File: config.mk
export PLATFORM = sky130hd
export DESIGN_NAME = lph_hash
export DESIGN_NICKNAME = d
export VERILOG_FILES = /design/src/design/lph_pkg.sv /design/src/design/lph_hash.sv
export SDC_FILE = /design/constraint.sdc
export NUM_CORES = 2
export LEC_CHECK = 0
export BUFFER_PORTS_ARGS = -buffer_cell sky130_fd_sc_hd__buf_4
export CORE_UTILIZATION = 50
export DETAILED_ROUTE_END_ITERATION = 8
export PLACE_DENSITY = 0.66
export SETUP_SLACK_MARGIN = 0.4
export SYNTH_ARGS = -nofsm -noshare
export SYNTH_HDL_FRONTEND = slang
export SYNTH_SLANG_ARGS = --single-unit
File: constraint.sdc
create_clock -name clk -period 18.25 [get_ports clk]
set_clock_uncertainty 0.2 [all_clocks]
set_input_delay 2.7375 -clock clk [delete_from_list [all_inputs] [get_ports clk]]
set_output_delay 2.7375 -clock clk [all_outputs]
set_load 0.005 [all_outputs]
File: src/design/lph_pkg.sv
package lph_pkg;

    localparam int CAPACITY_DEF = 1024;

    localparam int          MAX_W             = 10;
    localparam int          COUNT_W           = 11;
    localparam logic [9:0]  MAX_ENTRIES_RESET = 10'd512;

    localparam logic [1:0] OP_PUT    = 2'd0;
    localparam logic [1:0] OP_GET    = 2'd1;
    localparam logic [1:0] OP_REMOVE = 2'd2;
    localparam logic [1:0] OP_CLEAR  = 2'd3;

    localparam logic [1:0] ST_OK   = 2'd0;
    localparam logic [1:0] ST_MISS = 2'd1;
    localparam logic [1:0] ST_FULL = 2'd2;

    localparam logic [1:0] MARK_EMPTY = 2'd0;
    localparam logic [1:0] MARK_LIVE  = 2'd1;
    localparam logic [1:0] MARK_TOMB  = 2'd2;

    localparam logic [63:0] HASH_C1 = 64'h9e3779b97f4a7c15;
    localparam logic [63:0] HASH_C2 = 64'hbf58476d1ce4e5b9;
    localparam logic [63:0] HASH_C3 = 64'h94d049bb133111eb;
    localparam int          HASH_S1 = 30;
    localparam int          HASH_S2 = 27;
    localparam int          HASH_S3 = 31;

endpackage

File: src/design/lph_hash.sv
module lph_hash
    import lph_pkg::*;
#(
    parameter int IDX_W = 10
)
(
    input  logic             clk,
    input  logic             rst_n,
    input  logic             start,
    input  logic [63:0]      lo,
    input  logic [63:0]      hi,
    output logic             done,
    output logic [IDX_W-1:0] slot
);

    // three 64-bit multiplies, each as three 32x32 partial products
    localparam logic [1:0] PH_0 = 2'd0;
    localparam logic [1:0] PH_1 = 2'd1;
    localparam logic [1:0] PH_2 = 2'd2;

    logic        busy_reg;
    logic        done_reg;
    logic [1:0]  phase_reg;
    logic [1:0]  sub_reg;
    logic [63:0] lo_reg;
    logic [63:0] hi_reg;
    logic [63:0] x_reg;
    logic [63:0] x_next;
    logic [63:0] acc_reg;
    logic [63:0] prod_reg;
    logic [63:0] op_a;
    logic [63:0] op_b;
    logic [31:0] mul_a;
    logic [31:0] mul_b;
    logic [63:0] prod_w;
    logic [63:0] res_w;
    logic [63:0] t_w;

    assign op_a = (phase_reg == PH_0) ? hi_reg : x_reg;

    always_comb
    begin
        unique case (phase_reg)
            PH_0:    op_b = HASH_C1;
            PH_1:    op_b = HASH_C2;
            default: op_b = HASH_C3;
        endcase
    end

    always_comb
    begin
        unique case (sub_reg)
            2'd0:
            begin
                mul_a = op_a[31:0];
                mul_b = op_b[31:0];
            end
            2'd1:
            begin
                mul_a = op_a[31:0];
                mul_b = op_b[63:32];
            end
            default:
            begin
                mul_a = op_a[63:32];
                mul_b = op_b[31:0];
            end
        endcase
    end

    assign prod_w = 64'(mul_a) * 64'(mul_b);
    assign res_w  = acc_reg + {prod_reg[31:0], 32'd0};
    assign t_w    = lo_reg ^ res_w;

    always_comb
    begin
        unique case (phase_reg)
            PH_0:    x_next = t_w ^ (t_w >> HASH_S1);
            PH_1:    x_next = res_w ^ (res_w >> HASH_S2);
            default: x_next = res_w ^ (res_w >> HASH_S3);
        endcase
    end

    always_ff @(posedge clk or negedge rst_n)
    begin
        if (!rst_n)
        begin
            busy_reg  <= 1'b0;
            done_reg  <= 1'b0;
            phase_reg <= PH_0;
            sub_reg   <= 2'd0;
        end
        else
        begin
            done_reg <= !start && busy_reg && (sub_reg == 2'd3) && (phase_reg == PH_2);
            if (start)
            begin
                busy_reg  <= 1'b1;
                phase_reg <= PH_0;
                sub_reg   <= 2'd0;
            end
            else if (busy_reg)
            begin
                sub_reg <= sub_reg + 2'd1;
                if (sub_reg == 2'd3)
                begin
                    if (phase_reg == PH_2)
                    begin
                        busy_reg <= 1'b0;
                    end
                    else
                    begin
                        phase_reg <= phase_reg + 2'd1;
                    end
                end
            end
        end
    end

    always_ff @(posedge clk)
    begin
        if (start)
        begin
            lo_reg <= lo;
            hi_reg <= hi;
        end
        else if (busy_reg)
        begin
            prod_reg <= prod_w;
            if (sub_reg == 2'd1)
                acc_reg <= prod_reg;
            else if (sub_reg == 2'd2)
                acc_reg <= res_w;
            if (sub_reg == 2'd3)
                x_reg <= x_next;
        end
    end

    assign done = done_reg;
    assign slot = x_reg[IDX_W-1:0];

endmodule

Word-level counts from Yosys, hierarchy flattened --
Cells that the tools add are included.
Operators by class: $lt $le $gt $ge 0, $mul 1, bitwise logic cells 5, reductions and logical operators 14, add/sub/neg operators 3, multiplexer cells 17, div/mod/pow operators 0, shifts and indexed selects 0, eq/ne operators 6
Operator list (number):
- two-way mux 64 bit | 3
- one-hot mux 64 bit (2 select lines) | 1
- one-hot mux 62 bit (2 select lines) | 1
- adder 64 bit | 1
- multiplier 32 x 32 -> 64 bit | 1
- two-way mux 32 bit | 2
- XOR 64 x 33 -> 64 bit | 1
- XOR 64 x 34 -> 64 bit | 1
- XOR 64 x 37 -> 64 bit | 1
- XOR 64 bit | 1
- two-way mux 2 bit | 6
- AND reduction 3 bit | 3
- == test 2 bit, second input constant | 3
- nonzero test 2 bit | 3
- adder 2 x 1 -> 2 bit, second input constant | 2
- == test 2 x 1 -> 1 bit, second input constant | 2
- logical NOT 2 bit | 2
- two-way mux 1 bit | 4
- logical AND 1 bit | 3
- != test 2 bit, second input constant | 1
- AND reduction 2 bit | 1
- OR reduction 2 bit | 1
- logical NOT 1 bit | 1
- NOT 1 bit | 1
Word-level totals: output and inout bits 11, memories kept 0, flip-flop bits (word level) 326, logic and storage cells 55, ROM bits 0, latch bits 0, input bits 131, RAM bits 0

Longest topological paths before layout --
depth in word-level cells 5, mapped depth 38, gate-level depth less buffers 35

Least setup slack after synthesis --
OpenSTA, ideal clock, no wires.
kind flip-flop to flip-flop, start point register sub_reg[0], end point register prod_reg[52] (data pin), slack 8.800 ns, period minus slack after synthesis 9.450 ns, arrival 8.987 ns, stages on the path, launching flop included 34, path buffers 4, library setup time 0.263 ns, required time 17.787 ns, cells stage by stage dfrtp_1 ha_1 nor2_1 clkbuf_1 buf_1 buf_1 nand2_1 nand3_1 o21ai_1 inv_1 buf_1 nand2_1 fa_1 fa_1 fa_1 fa_1 inv_1 fa_1 fa_1 fa_1 inv_1 fa_1 inv_1 ha_1 a21oi_1 o21ai_0 a311oi_2 nor2_1 or4b_1 a41oi_2 o21ai_1 a211o_1 a21oi_2 xnor2_1
Between the ends: word-level cells in the longest chain between the ends 4, elaborated cells between the ends (all ways) 6, those cells by class mul (1); eq/ne (1); mux (2); reduce/logical (2)
RTL lines:
- from (decl) | RTL line lph_hash.sv:24 | logic [1:0] sub_reg;
- from (signal assigned) | RTL line lph_hash.sv:104 | sub_reg <= sub_reg + 2'd1;
- == test 2 x 1 -> 1 bit or logical NOT 2 bit (tied branches) | RTL line lph_hash.sv:52 | unique case (sub_reg)
- OR reduction 2 bit (no source line)
- two-way mux 32 bit | RTL line lph_hash.sv:52
- multiplier 32 x 32 -> 64 bit (*) | RTL line lph_hash.sv:71 | assign prod_w = 64'(mul_a) * 64'(mul_b);
- via prod_w[52] | RTL line lph_hash.sv:35 | logic [63:0] prod_w;
- to (signal assigned) | RTL line lph_hash.sv:129 | prod_reg <= prod_w;
- to (decl) | RTL line lph_hash.sv:30 | logic [63:0] prod_reg;
The timed path passes the listed nets; every way through them passes the cells marked *. A chain may end at the register's enable or synchronous reset.

Worst setup path in the final report --
start point register sub_reg[1], end point register prod_reg[52] (data pin)
The elaborated chain is that of the path after synthesis.

==> impl_metrics.py <==
metrics = {
    "synthesis": {
        "synth-compound-area-share_pct": 7.138,
        "yosys.cell_types.count": 79,
        "synth_edf_count": 320,
        "netlist.top_cell.by_area": "fa_1",
        "synth_fa_ha_area_share_pct": 45.61,
        "synth_cells": 4783,
        "synth_area_leaders": "fa_1 37%, edfxtp_1 20%, ha_1 8.4%",
        "synth.ff_latch_count": 326,
        "synth_nets": 6114,
        "synth_mux_area_share_pct": 0.9866,
        "syn_avg_cell_area_sq_um": 9.917,
        "synth_xor_area_share_pct": 5.078,
        "async_flop_share_pct": 1.840,
        "yosysWarnings": 0,
        "synth-simple-area-share_pct": 11.23,
        "ys_seq_area_share_pct": 20.58,
        "synth_top_area_share_pct": 37.23,
        "synth_area_sq_um": 47430,
        "ys.flop_type": "edfxtp_1",
        "synth_top_family_by_area": "adder cells",
    },
    "critical_path": {
        "crit_type": "flip-flop to flip-flop",
        "worstReg2RegEnd": "prod_reg[52]$_DFFE_PP_",
        "arrival_ns": 12.44,
        "crit_top_cell": "fa_1",
        "worst_setup_path_start_kind": "flip-flop",
        "worstSetupStartpoint": "sub_reg[1]$_DFFE_PN0P_",
        "slowest_delay_ns": 0.90,
        "worst_path_max_delay_cell": "o21ai_1",
        "critPathCaptureType": "flip-flop",
        "ff2ff_setup_slack_ns": 5.95,
        "r2r_start": "sub_reg[1]$_DFFE_PN0P_",
        "required_ns": 18.39,
        "r2r_cells": 32,
        "worstPathMaxFanout": 57,
    },
    "route": {
        "wl_per_cell_um": 26.93,
        "drt_iter0_markers": 3974,
        "viasPerCell": 5.769,
        "dr.pass1.iters": 6,
        "vias": 35170,
        "wl_mm": 164.2,
        "ant_nets": 0,
        "route.detailed.drc": 0,
    },
    "timing": {
        "setup_tns_ns": 0,
        "hold_slack_ns": 0.3595,
        "hold_viol": 0,
        "rsz0062_at_grt": "false",
        "worst_pin_slew_ns": 1.200,
        "post-route-min-period_ns": 12.30,
        "fin_crit_sh_pct": 67.40,
        "final_max_slew_viol_count": 0,
        "max_freq_mhz": 81.30,
        "finalSetupViolCount": 0,
        "maxSlewHeadroom_pct": 19.85,
    },
    "finish": {
        "final_cell_mix": "952 x inv_1, 882 x fa_1, 580 x nand2_1",
        "insertedDiodeCount": 0,
        "fin_area_sq_um": 50820,
        "area_growth_pct": 7.146,
        "final_util_pct": 54.29,
        "layout_commonest_cell": "inv_1",
        "drive_gt1_share_pct": 7.435,
        "nets": 6148,
        "fill_cells": 8559,
    },
    "clock_tree": {
        "clkTransAtPathRegs_ns": 0.07,
        "ctsResizeCount": 0,
        "clock_path_buffers": 3,
        "insertion_delay_ns": 0.60,
        "cts.sinks": 326,
        "hold_buffers": 0,
        "root_buffer": "clkbuf_16",
        "htree_levels": 1,
        "postCtsSetupBuffers": 0,
        "tritoncts": "yes",
        "numCtsBuffers": 31,
    },
    "global_route": {
        "grt_pass1_wl_mm": 242.2,
        "grt.busiest_layer": "met2",
        "grtUsageMet1_pct": 49.33,
        "grtUsageMet2_pct": 52.56,
        "grt_pass1_vias": 36272,
        "grt_overflow_total": 0,
        "antenna_found_initial": 6,
        "grt_use_total_pct": 35.17,
        "grt_max_degree": 69,
        "grt_util_met3_pct": 6.750,
    },
    "worst_hold_path": {
        "hold_end": "acc_reg[53]$_DFFE_PP_",
        "worstHoldStart": "prod_reg[53]$_DFFE_PP_",
        "hold_depth": 1,
        "hold_class": "flip-flop to flip-flop",
    },
    "die": {
        "num_rows": 112,
        "ios": 142,
        "start_util_pct": 50.67,
        "die_area_sq_um": 96100,
        "die_x_um": 310,
        "coreArea_sq_um": 93610,
        "chipHeight_um": 310,
    },
    "place": {
        "gp_congestion": 1.029,
        "dpl_cell_area_sq_um": 49840,
        "port_buffers": 141,
        "dp_hpwl_mm": 134.8,
    },
    "run": {
        "cap_violations": 0,
    },
    "run_status": {
        "status": "complete, no violations",
    },
}
-- worst max-delay path, delay by kind of cell (launching register included) --
kind | cells | cell delay (ns)
buffers and inverters | 6 | 1.67
AND/OR/NAND/NOR | 6 | 1.25
AO/OA/AOI/OAI | 9 | 3.22
adder cells (fa/ha/maj) | 10 | 5.14
XOR/XNOR | 1 | 0.07
flip-flops | 1 | 0.40
-- final cells by class --
cell class	count	area (sq um)	area share, %
clock buffers	35	790.8	1.556
flip-flops and latches	326	9759	19.20
clock inverters	23	191.4	0.3767
repair buffers	211	1588	3.124
multi-input cells	3287	33320	65.56
well taps	1254	1569	3.087
inverters	960	3603	7.090
-- layer usage --
layer	wire [um]	share of wire (%)	vias up
met4	9933	6.0	4
met5	24	0.015	-
met1	66510	41	17896
li1	-	-	14874
met2	71620	44	1978
met3	16100	9.8	418
-- metrics by stage --
stage | setup slack, ns | cells
after floorplan | 8.800 | 4783
after global placement | 6.103 | 6038
after detailed placement | 5.975 | 6038
after CTS | 5.932 | 6096
after global routing | 5.637 | 6096
final | 5.949 | 6096
-- worst max path at each step --
stage | endpoint | depth (start not counted)
after global placement | prod_reg[52]$_DFFE_PP_ | 32
after CTS | prod_reg[52]$_DFFE_PP_ | 32
after floorplan | prod_reg[52]$_DFFE_PP_ | 33
after global routing | prod_reg[52]$_DFFE_PP_ | 32
after detailed placement | prod_reg[52]$_DFFE_PP_ | 32
final | prod_reg[52]$_DFFE_PP_ | 32
-- Yosys cell counts (7+ instances only) --
master,count
a211oi_1,13
a21o_1,69
a21oi_1,122
a22oi_1,20
a31oi_1,31
and2_1,74
and3_1,25
buf_1,19
buf_4,10
clkbuf_1,175
clkinv_1,7
edfxtp_1,320
fa_1,882
ha_1,318
inv_1,952
mux2_2,30
nand2_1,581
nand2b_1,17
nand3_1,49
nand4_1,18
nor2_1,450
nor2b_1,13
nor3_1,13
o21a_1,37
o21ai_0,98
o21ai_1,14
o21bai_1,19
o221ai_1,15
o31ai_1,8
or2_2,15
xnor2_1,170
xor2_1,92
-- cells by family (layout without fill, tap and decap cells) --
family,Yosys count,count (layout)
adder cells (fa/ha/maj),1200,1200
multiplexers,38,38
flip-flops,326,326
AND/OR/NAND/NOR,1273,1273
AO/OA/AOI/OAI,507,507
XOR/XNOR,269,269
buffers and inverters,1170,1229
Power is not shown: default switching activity piles up to over one toggle a cycle in this logic, so the estimate is an artifact.
